### src/design/mrpt_pkg.sv
package mrpt_pkg;

  localparam int unsigned NUM_W       = 63;
  localparam int unsigned NUM_BASES   = 12;
  localparam int unsigned BIDX_W      = 4;
  localparam int unsigned SHIFT_W     = 6;
  localparam logic [NUM_W-1:0] SMALL_LIMIT = 63'd40;

  // witness bases, smallest first
  function automatic logic [5:0] base_of(input logic [BIDX_W-1:0] idx);
    logic [5:0] b;
    unique case (idx)
      4'd0:    b = 6'd2;
      4'd1:    b = 6'd3;
      4'd2:    b = 6'd5;
      4'd3:    b = 6'd7;
      4'd4:    b = 6'd11;
      4'd5:    b = 6'd13;
      4'd6:    b = 6'd17;
      4'd7:    b = 6'd19;
      4'd8:    b = 6'd23;
      4'd9:    b = 6'd29;
      4'd10:   b = 6'd31;
      4'd11:   b = 6'd37;
      default: b = 6'd0;
    endcase
    return b;
  endfunction

endpackage

### src/design/mrpt_mulmod.sv
// (x * y) mod m by shift-and-add, one multiplier bit per cycle; x, y < m.
module mrpt_mulmod (
  input  logic                        clk,
  input  logic                        rst_n,
  input  logic                        start,
  input  logic [mrpt_pkg::NUM_W-1:0]  x,
  input  logic [mrpt_pkg::NUM_W-1:0]  y,
  input  logic [mrpt_pkg::NUM_W-1:0]  m,
  output logic                        done,
  output logic [mrpt_pkg::NUM_W-1:0]  result
);

  localparam int unsigned W = mrpt_pkg::NUM_W;

  logic         busy_r, busy_nxt;
  logic         done_r, done_nxt;
  logic [W-1:0] acc_r, acc_nxt;
  logic [W-1:0] add_r, add_nxt;
  logic [W-1:0] mult_r, mult_nxt;
  logic [W-1:0] m_r, m_nxt;
  logic [W:0]   acc_sum, dbl_sum;

  assign acc_sum = {1'b0, acc_r} + {1'b0, add_r};
  assign dbl_sum = {1'b0, add_r} + {1'b0, add_r};

  always_comb begin
    busy_nxt = busy_r;
    done_nxt = 1'b0;
    acc_nxt  = acc_r;
    add_nxt  = add_r;
    mult_nxt = mult_r;
    m_nxt    = m_r;
    if (start) begin
      busy_nxt = 1'b1;
      acc_nxt  = '0;
      add_nxt  = x;
      mult_nxt = y;
      m_nxt    = m;
    end else if (busy_r) begin
      if (mult_r == '0) begin
        busy_nxt = 1'b0;
        done_nxt = 1'b1;
      end else begin
        if (mult_r[0]) begin
          acc_nxt = (acc_sum >= {1'b0, m_r}) ? W'(acc_sum - {1'b0, m_r}) : acc_sum[W-1:0];
        end
        add_nxt  = (dbl_sum >= {1'b0, m_r}) ? W'(dbl_sum - {1'b0, m_r}) : dbl_sum[W-1:0];
        mult_nxt = mult_r >> 1;
      end
    end
  end

  always_ff @(posedge clk) begin
    if (!rst_n) begin
      busy_r <= 1'b0;
      done_r <= 1'b0;
    end else begin
      busy_r <= busy_nxt;
      done_r <= done_nxt;
    end
    acc_r  <= acc_nxt;
    add_r  <= add_nxt;
    mult_r <= mult_nxt;
    m_r    <= m_nxt;
  end

  assign done   = done_r;
  assign result = acc_r;

endmodule

### src/design/miller_rabin_primality_test_unit.sv
// Deterministic Miller-Rabin primality test for 63-bit unsigned numbers.
// One number in, one verdict out (tdata bit 0: 1 = prime). Numbers up to 40
// are answered from the base list. Larger numbers run the twelve bases 2..37
// through one shared shift-and-add modular multiplier that retires one
// multiplier bit per cycle. One base needs up to about 125 products (a square
// per exponent bit, a multiply per set bit, plus the trailing squarings).
// A composite usually stops after the first base.
// The block takes one number at a time; in_tready is high only while idle.
// A base dividing the number never reaches 1 or n-1, so it is caught as a
// witness without a separate divisibility check.
module miller_rabin_primality_test_unit (
  input  logic        clk,
  input  logic        rst_n,
  input  logic        in_tvalid,
  output logic        in_tready,
  input  logic [63:0] in_tdata,   // [62:0] number_in
  output logic        out_tvalid,
  input  logic        out_tready,
  output logic [7:0]  out_tdata   // [0] is_prime
);

  localparam int unsigned W = mrpt_pkg::NUM_W;

  typedef enum logic [3:0] {
    S_IDLE, S_SPLIT, S_BASE, S_POW, S_MUL1, S_MUL2, S_SQCHK, S_MUL3, S_DONE
  } state_t;

  state_t                       state_r;
  logic [W-1:0]                 n_r, d_r, pv_r, sq_r, e_r;
  logic [mrpt_pkg::SHIFT_W-1:0] s_r, r_r;
  logic [mrpt_pkg::BIDX_W-1:0]  bidx_r;
  logic                         verdict_r;
  logic                         out_valid_r, out_bit_r;
  logic                         mm_start_r, mm_start_nxt;
  logic [W-1:0]                 mm_x_r, mm_y_r;
  logic                         mm_done;
  logic [W-1:0]                 mm_res;
  logic [W-1:0]                 nm1;
  logic [W-1:0]                 in_num;
  logic                         small_hit;

  assign nm1    = n_r - W'(1);
  assign in_num = in_tdata[W-1:0];

  always_comb begin
    small_hit = 1'b0;
    for (int i = 0; i < mrpt_pkg::NUM_BASES; i++) begin
      if (in_num == W'(mrpt_pkg::base_of(mrpt_pkg::BIDX_W'(i)))) small_hit = 1'b1;
    end
  end

  // multiplier kick: issued from the states that load its operands
  assign mm_start_nxt = (state_r == S_POW && e_r != '0) ||
                        (state_r == S_MUL1 && mm_done) ||
                        (state_r == S_SQCHK && r_r < s_r);

  mrpt_mulmod u_mulmod (
    .clk    (clk),
    .rst_n  (rst_n),
    .start  (mm_start_r),
    .x      (mm_x_r),
    .y      (mm_y_r),
    .m      (n_r),
    .done   (mm_done),
    .result (mm_res)
  );

  assign in_tready  = (state_r == S_IDLE);
  assign out_tvalid = out_valid_r;
  assign out_tdata  = {7'd0, out_bit_r};

  always_ff @(posedge clk) begin
    if (!rst_n) begin
      state_r     <= S_IDLE;
      out_valid_r <= 1'b0;
      mm_start_r  <= 1'b0;
    end else begin
      mm_start_r <= mm_start_nxt;
      if (state_r != S_DONE && out_valid_r && out_tready) out_valid_r <= 1'b0;
      unique case (state_r)
        S_IDLE: begin
          if (in_tvalid) begin
            n_r <= in_num;
            if (in_num <= mrpt_pkg::SMALL_LIMIT) begin
              verdict_r <= small_hit;
              state_r   <= S_DONE;
            end else begin
              d_r     <= in_num - W'(1);
              s_r     <= '0;
              bidx_r  <= '0;
              state_r <= S_SPLIT;
            end
          end
        end
        S_SPLIT: begin
          if (!d_r[0]) begin
            d_r <= d_r >> 1;
            s_r <= s_r + mrpt_pkg::SHIFT_W'(1);
          end else begin
            state_r <= S_BASE;
          end
        end
        S_BASE: begin
          pv_r    <= W'(1);
          sq_r    <= W'(mrpt_pkg::base_of(bidx_r));
          e_r     <= d_r;
          state_r <= S_POW;
        end
        S_POW: begin
          if (e_r == '0) begin
            if (pv_r == W'(1) || pv_r == nm1) begin
              if (bidx_r == mrpt_pkg::BIDX_W'(mrpt_pkg::NUM_BASES - 1)) begin
                verdict_r <= 1'b1;
                state_r   <= S_DONE;
              end else begin
                bidx_r  <= bidx_r + mrpt_pkg::BIDX_W'(1);
                state_r <= S_BASE;
              end
            end else begin
              r_r     <= mrpt_pkg::SHIFT_W'(1);
              state_r <= S_SQCHK;
            end
          end else if (e_r[0]) begin
            mm_x_r  <= pv_r;
            mm_y_r  <= sq_r;
            state_r <= S_MUL1;
          end else begin
            mm_x_r  <= sq_r;
            mm_y_r  <= sq_r;
            state_r <= S_MUL2;
          end
        end
        S_MUL1: begin
          if (mm_done) begin
            pv_r    <= mm_res;
            mm_x_r  <= sq_r;
            mm_y_r  <= sq_r;
            state_r <= S_MUL2;
          end
        end
        S_MUL2: begin
          if (mm_done) begin
            sq_r    <= mm_res;
            e_r     <= e_r >> 1;
            state_r <= S_POW;
          end
        end
        S_SQCHK: begin
          if (r_r < s_r) begin
            mm_x_r  <= pv_r;
            mm_y_r  <= pv_r;
            state_r <= S_MUL3;
          end else begin
            verdict_r <= 1'b0;   // witness found
            state_r   <= S_DONE;
          end
        end
        S_MUL3: begin
          if (mm_done) begin
            pv_r <= mm_res;
            r_r  <= r_r + mrpt_pkg::SHIFT_W'(1);
            if (mm_res == nm1) begin
              if (bidx_r == mrpt_pkg::BIDX_W'(mrpt_pkg::NUM_BASES - 1)) begin
                verdict_r <= 1'b1;
                state_r   <= S_DONE;
              end else begin
                bidx_r  <= bidx_r + mrpt_pkg::BIDX_W'(1);
                state_r <= S_BASE;
              end
            end else begin
              state_r <= S_SQCHK;
            end
          end
        end
        S_DONE: begin
          // hold until the previous verdict has been transferred
          if (!out_valid_r || out_tready) begin
            out_valid_r <= 1'b1;
            out_bit_r   <= verdict_r;
            state_r     <= S_IDLE;
          end
        end
        default: state_r <= S_IDLE;
      endcase
    end
  end

endmodule
### config.mk
export PLATFORM = sky130hd
export DESIGN_NAME = miller_rabin_primality_test_unit
export DESIGN_NICKNAME = d
export VERILOG_FILES = /design/src/design/mrpt_pkg.sv /design/src/design/mrpt_mulmod.sv /design/src/design/miller_rabin_primality_test_unit.sv
export SDC_FILE = /design/constraint.sdc
export NUM_CORES = 2
export LEC_CHECK = 0
export ABC_CLOCK_PERIOD_IN_PS = 18000
export BUFFER_PORTS_ARGS = -buffer_cell sky130_fd_sc_hd__buf_4
export CORE_AREA = 3 3 328 330
export CTS_BUF_LIST = sky130_fd_sc_hd__clkbuf_2
export CTS_CLUSTER_DIAMETER = 120
export CTS_CLUSTER_SIZE = 12
export DETAILED_ROUTE_END_ITERATION = 6
export DIE_AREA = 0 0 331 333
export SYNTH_ARGS = -nofsm -noshare
export SYNTH_HDL_FRONTEND = slang
export SYNTH_SLANG_ARGS = --single-unit
### constraint.sdc
create_clock -name clk -period 18 [get_ports clk]
set_input_delay 4.5 -clock clk [delete_from_list [all_inputs] [get_ports clk]]
set_output_delay 4.5 -clock clk [all_outputs]
set_load 0.03 [all_outputs]
# ---- Word-level counts from Yosys, hierarchy flattened
# Memories as Yosys holds them, arrays and structs flattened. A register that Yosys moved wholly into a read port is not among the register bits.
# Index checks and enable logic that the tools add are counted.
dict set report totals {
  regBits 719
  out_inout_bits 10
  latch_bits 0
  rom_bits 96
  mem_bits_rw 0
  mem_count 1
}
dict set report op_classes {
  mux 83
  magnitude_cmp 4
  eq_ne 43
  addsub 9
  n_shift 0
  reduce_logical 37
  n_bitwise 3
  n_div 0
  multipliers 0
}
# memory depth word_bits read_ports rd_ports_with_merged_regs write_ports line
set mem_list {}
lappend mem_list {{(name not given)} 16 6 1 1 0 mrpt_pkg.sv:12} ;# unique case (idx)
# cell count
set op_table {}
lappend op_table {{two-way mux 63 bit} 18}
lappend op_table {{one-hot mux 63 bit (2 select lines)} 4}
lappend op_table {{one-hot mux 63 bit (3 select lines)} 2}
lappend op_table {{== test 63 x 5 -> 1 bit (second input constant)} 5}
lappend op_table {{adder 63 x 63 -> 64 bit} 2}
lappend op_table {{>= comparator 64 x 63 -> 1 bit} 2}
lappend op_table {{== test 63 x 2 -> 1 bit (second input constant)} 2}
lappend op_table {{== test 63 x 3 -> 1 bit (second input constant)} 2}
lappend op_table {{== test 63 x 4 -> 1 bit (second input constant)} 2}
lappend op_table {{== test 63 bit} 2}
lappend op_table {{zero test 63 bit} 2}
lappend op_table {{subtractor 63 x 1 -> 63 bit (second input constant)} 2}
lappend op_table {{subtractor 63 bit} 2}
lappend op_table {{two-way mux 4 bit} 20}
lappend op_table {{== test 63 x 1 -> 1 bit (second input constant)} 1}
lappend op_table {{== test 63 x 6 -> 1 bit (second input constant)} 1}
lappend op_table {{less-or-equal comparator 63 x 6 -> 1 bit (second input constant)} 1}
lappend op_table {{nonzero test 63 bit} 1}
lappend op_table {{two-way mux 6 bit} 6}
lappend op_table {{one-hot mux 4 bit (9 select lines)} 1}
lappend op_table {{two-way mux 1 bit} 28}
lappend op_table {{one-hot mux 6 bit (2 select lines)} 2}
lappend op_table {{inequality test 2 bit (second input constant)} 10}
lappend op_table {{== test 4 x 3 -> 1 bit (second input constant)} 4}
lappend op_table {{other kinds (27)} 57}

# ---- Longest topological paths before layout
dict set report depth {
  word_depth 16
  depth_mapped 28
  mapped_depth_nobuf 26
}

# ---- Hierarchy
# From an unflattened synthesis, not the netlist that was laid out.
dict set report unflattened {
  cells_unflattened 4594
  hier_area_um2 47551.9
}
# module instances area_each_um2 cells_per_inst
set modules_own_cells {}
lappend modules_own_cells {miller_rabin_primality_test_unit 1 25585.8 2137}
lappend modules_own_cells {mrpt_mulmod 1 21966.1 2457}

# ---- Least setup slack after synthesis
# Ideal clock, no wire load.
dict set report synth_path {
  path_kind {in2reg}
  start {input port rst_n}
  end {register mm_x_r[0] (enable)}
  setup_time_ps 653
  n_path_buf 0
  path_slack_ps 6656
  t_arrival_ps 10691
  path_stages 2
  cell_sequence {o21ai_0 a21oi_1}
}
dict set report synth_via {
  elab_chain_cells 1
}
# item line
set synth_lines {}
lappend synth_lines {{start: declaration} miller_rabin_primality_test_unit.sv:13} ;# input logic rst_n,
lappend synth_lines {{AND reduction 5 bit (no source line)} -}
lappend synth_lines {{end signal: assignment} miller_rabin_primality_test_unit.sv:124} ;# mm_x_r <= pv_r;
lappend synth_lines {{end signal: assignment} miller_rabin_primality_test_unit.sv:128} ;# mm_x_r <= sq_r;
lappend synth_lines {{end signal: assignment} miller_rabin_primality_test_unit.sv:136} ;# mm_x_r <= sq_r;
lappend synth_lines {{end: declaration} miller_rabin_primality_test_unit.sv:35} ;# logic [W-1:0] mm_x_r, mm_y_r;
# No other way between the ends.
# A chain may end at the register's enable or synchronous reset.

# ---- Worst setup path after layout
dict set report layout_path {
  start {register u_mulmod.acc_r[0] (netlist: u_mulmod.result[0])}
  end {register u_mulmod.acc_r[38] (netlist: u_mulmod.result[38])}
}
dict set report layout_via {
  elab_chain_cells 3
  elab_cells_between_ends 4
}
# item line
set layout_lines {}
lappend layout_lines {{start: declaration} mrpt_mulmod.sv:17} ;# logic [W-1:0] acc_r, acc_nxt;
lappend layout_lines {{start signal: assignment} mrpt_mulmod.sv:61} ;# acc_r <= acc_nxt;
lappend layout_lines {{adder 63 x 63 -> 64 bit (*)} mrpt_mulmod.sv:23} ;# assign acc_sum = {1'b0, acc_r} + {1'b0, add_r};
lappend layout_lines {{subtractor 63 bit / >= comparator 64 x 63 -> 1 bit (equally long branches)} mrpt_mulmod.sv:45} ;# acc_nxt = (acc_sum >= {1'b0, m_r}) ? W'(acc_sum - {1'b0, m_r}) : acc_sum[W-1:0];
lappend layout_lines {{two-way mux 63 bit (*)} mrpt_mulmod.sv:45}
# Every way passes the cells marked *; elsewhere a longest branch is shown, timed or not.

==> metrics.cfg <==
[detailed_routing]
drc_errors = 0
dr.first_iter.drc_count = 4194
first_pass_iters = 5
via_count = 37262
post_drt_wl_per_cell_um = 26.4
via_per_inst = 6.17
drt-total-wl_um = 160000
postRouteAntennaNets = 0

[setup_path]
crit_path_end = u_mulmod.result[38]$_SDFFE_PP0P_
timing.rr.start = u_mulmod.result[0]$_SDFFE_PP0P_
r2r_cells = 27
rr_endpoint = u_mulmod.result[38]$_SDFFE_PP0P_
cp-end-kind = register
cp-start-kind = register
cp.arrival_ns = 10.14
crit_path_max_fanout = 56
critPathLaunch = u_mulmod.result[0]$_SDFFE_PP0P_
crit_type = reg2reg
required_ns = 19.09
rrSetupSlack_ns = 8.94

[die]
rows = 119
dieWidth_um = 331
pin_count = 78
dieArea_um2 = 110000
chipHeight_um = 333
design.core.area_um2 = 105000
start_util_pct = 44.7

[synth]
yosys-top-cells-count = edfxtp_1 (648), a21oi_1 (449), nor2_1 (333)
synth_cell_type_count = 95
yosysSeqAreaShare_pct = 44.7
yosys.area.top_type = edfxtp_1
async_flop_share_pct = 0
synth_edf_count = 648
synthTopCellsByArea = edfxtp_1 (41%), mux2_2 (6.2%), ha_1 (5.5%)
synthFlopType = edfxtp_1
syn-cell-area_um2 = 47000
synth.most_common_cell = edfxtp_1
synth-seq-cells = 725
syn_area_per_cell_um2 = 10.1
syn_inst = 4667
yosysWarnings = 0
synth_top_area_share_pct = 41.4

[timing]
worst_slew_pin_slew_ns = 1.23
period_needed_ns = 9.06
rsz0062_at_grt = false
setup_viol = 0
min_period_over_period_pct = 50.3
fmax_mhz = 110
hold_violations = 0
timing.setup.tns_ns = 0
fin_skew_ns = 0.148
slew_viol_final = 0
max_slew_margin_pct = 16.9

[worst_hold_path]
hp-class = reg2reg

[clock_tree]
cts_sinks = 725
clk_pin_slew_ns = 0.25
cts_resized = 0
cts_tree = done
cts_root_buffer = clkbuf_2
ctsHoldBuffers = 0
cts_setup_buffers = 0
clk_latency_ns = 1.30
cts_inserted_buffers = 71
htreeDepth = 3
cts_buffer_depth = 3

[pwr]
ir_drop_mv = 0.135
p_per_area_nw_per_um2 = 143
p_leak_nw = 17.5

[run_status]
status = completed

[grt]
grt_max_degree = 75
antenna_found_initial = 10
grt_pass1_vias = 35638
track_usage_pct = 28.5
gr-total-overflow = 0
grt_pass1_wl_um = 235000

[placed_design]
place.detailed.instances = 5923
dp_hpwl_um = 122000
gp_congestion = 0.964
port_buffers = 69

[layout]
layout.cells.non_filler = 6042
finalNetCount = 4883
area_growth_pct = 5.13
drive_gt1_share_pct = 12.4

[job]
maxCapViolCount = 0

## metal layers
metal / track usage [%] / wire (um) / vias up
met1: 40.7 / 70600 / 18246
met5: 0 / 25 / -
li1: - / - / 17325
met3: 3.19 / 10900 / 263
met2: 44.6 / 71600 / 1424
met4: 10.5 / 6500 / 4
## cell families (layout without fill, tap and decap cells)
kind of cell / count (synthesis) / in the layout / share of synthesized area (%)
AO/OA/AOI/OAI: 1176 / 1176 / 15.5
other: 1 / 13 / 0.00797
adder cells (fa/ha/maj): 210 / 210 / 5.63
AND/OR/NAND/NOR: 1461 / 1461 / 16.3
flip-flops: 725 / 725 / 44.7
multiplexers: 307 / 307 / 7.24
buffers and inverters: 426 / 398 / 3.56
XOR/XNOR: 361 / 361 / 7.04
## through the flow
step / util, % / total power (W) / setup WS, ns / hold slack (ns) / area (um^2)
after floorplan: - / 0.00516 / 6.66 / 0.421 / 47100
after global routing: 47.0 / 0.00755 / 8.50 / 0.524 / 49400
after global placement: 46.4 / 0.00628 / 8.70 / 0.497 / 48800
after detailed placement: 46.4 / 0.00629 / 8.70 / 0.500 / 48800
after CTS: 47.0 / 0.00706 / 9.03 / 0.468 / 49400
final: 47.0 / 0.00709 / 8.94 / 0.482 / 49400
## worst min path at each step
stage | slack (ns) | end | from | cells past startpoint
after CTS | 0.47 | e_r[28]$_DFFE_PP_ | d_r[28]$_DFFE_PP_ | 1
after floorplan | 0.42 | u_mulmod.m_r[14]$_DFFE_PP_ | n_r[14]$_DFFE_PP_ | 0
after global routing | 0.52 | e_r[28]$_DFFE_PP_ | e_r[29]$_DFFE_PP_ | 1
after global placement | 0.50 | out_bit_r$_DFFE_PP_ | verdict_r$_DFFE_PP_ | 0
after detailed placement | 0.50 | out_bit_r$_DFFE_PP_ | verdict_r$_DFFE_PP_ | 0
final | 0.48 | e_r[28]$_DFFE_PP_ | d_r[28]$_DFFE_PP_ | 1
## placed cells by master, fill, tap and decap left out, types with 68 or more instances in the layout
| cell | n |
|---|---|
| buf_4 | 121 |
| a211oi_1 | 72 |
| nor2_1 | 331 |
| and2_1 | 73 |
| nor2b_1 | 111 |
| xnor2_1 | 223 |
| inv_1 | 163 |
| clkbuf_2 | 103 |
| edfxtp_1 | 648 |
| nand3_1 | 68 |
| nor4_1 | 116 |
| o21ai_0 | 224 |
| a21oi_1 | 444 |
| dfxtp_1 | 76 |
| nand2_1 | 284 |
| a21o_1 | 131 |
| nor3_1 | 108 |
| mux2_2 | 261 |
| ha_1 | 207 |
| nand4_1 | 107 |
| xor2_1 | 127 |
## critical path: stages, from the launching register on
cell	delay, ns
dfxtp_1	0.61
ha_1	0.28
fa_1	0.22
a21oi_1	0.09
o21ai_0	0.47
a211oi_1	0.22
o31ai_1	0.89
a41oi_1	0.48
o21ai_0	0.81
a21oi_1	0.22
o21ai_0	0.22
nor2_1	0.06
nor2_1	0.15
ha_1	0.32
nor2b_1	0.16
o21ai_0	0.16
nand2b_1	0.12
nor2_1	0.26
o2111ai_1	0.40
a21oi_1	0.30
o31ai_2	0.09
buf_4	0.21
nor2_4	0.54
buf_4	0.46
buf_4	0.59
nor2_1	0.12
a211oi_1	0.26
nor3_1	0.07
## final cells by class
type	count	area [um^2]
diodes	6	15.0
multi-input cells	3522	24500
well taps	1391	1740
clock buffers	103	515
flip-flops and latches	725	21000
inverters	164	616
repair buffers	121	908
fillers	10115	55700
clock inverters	10	119
## power by group
part | switching (W) | leakage, nW | total [W] | internal, W
combinational | 0.00225 | 10.5 | 0.00367 | 0.00142
sequential | 0.000448 | 6.56 | 0.00267 | 0.00222
clock | 0.000575 | 0.475 | 0.000755 | 0.000180
total | 0.00327 | 17.5 | 0.00709 | 0.00382
No activity file was read; power rests on OpenSTA's default activity.
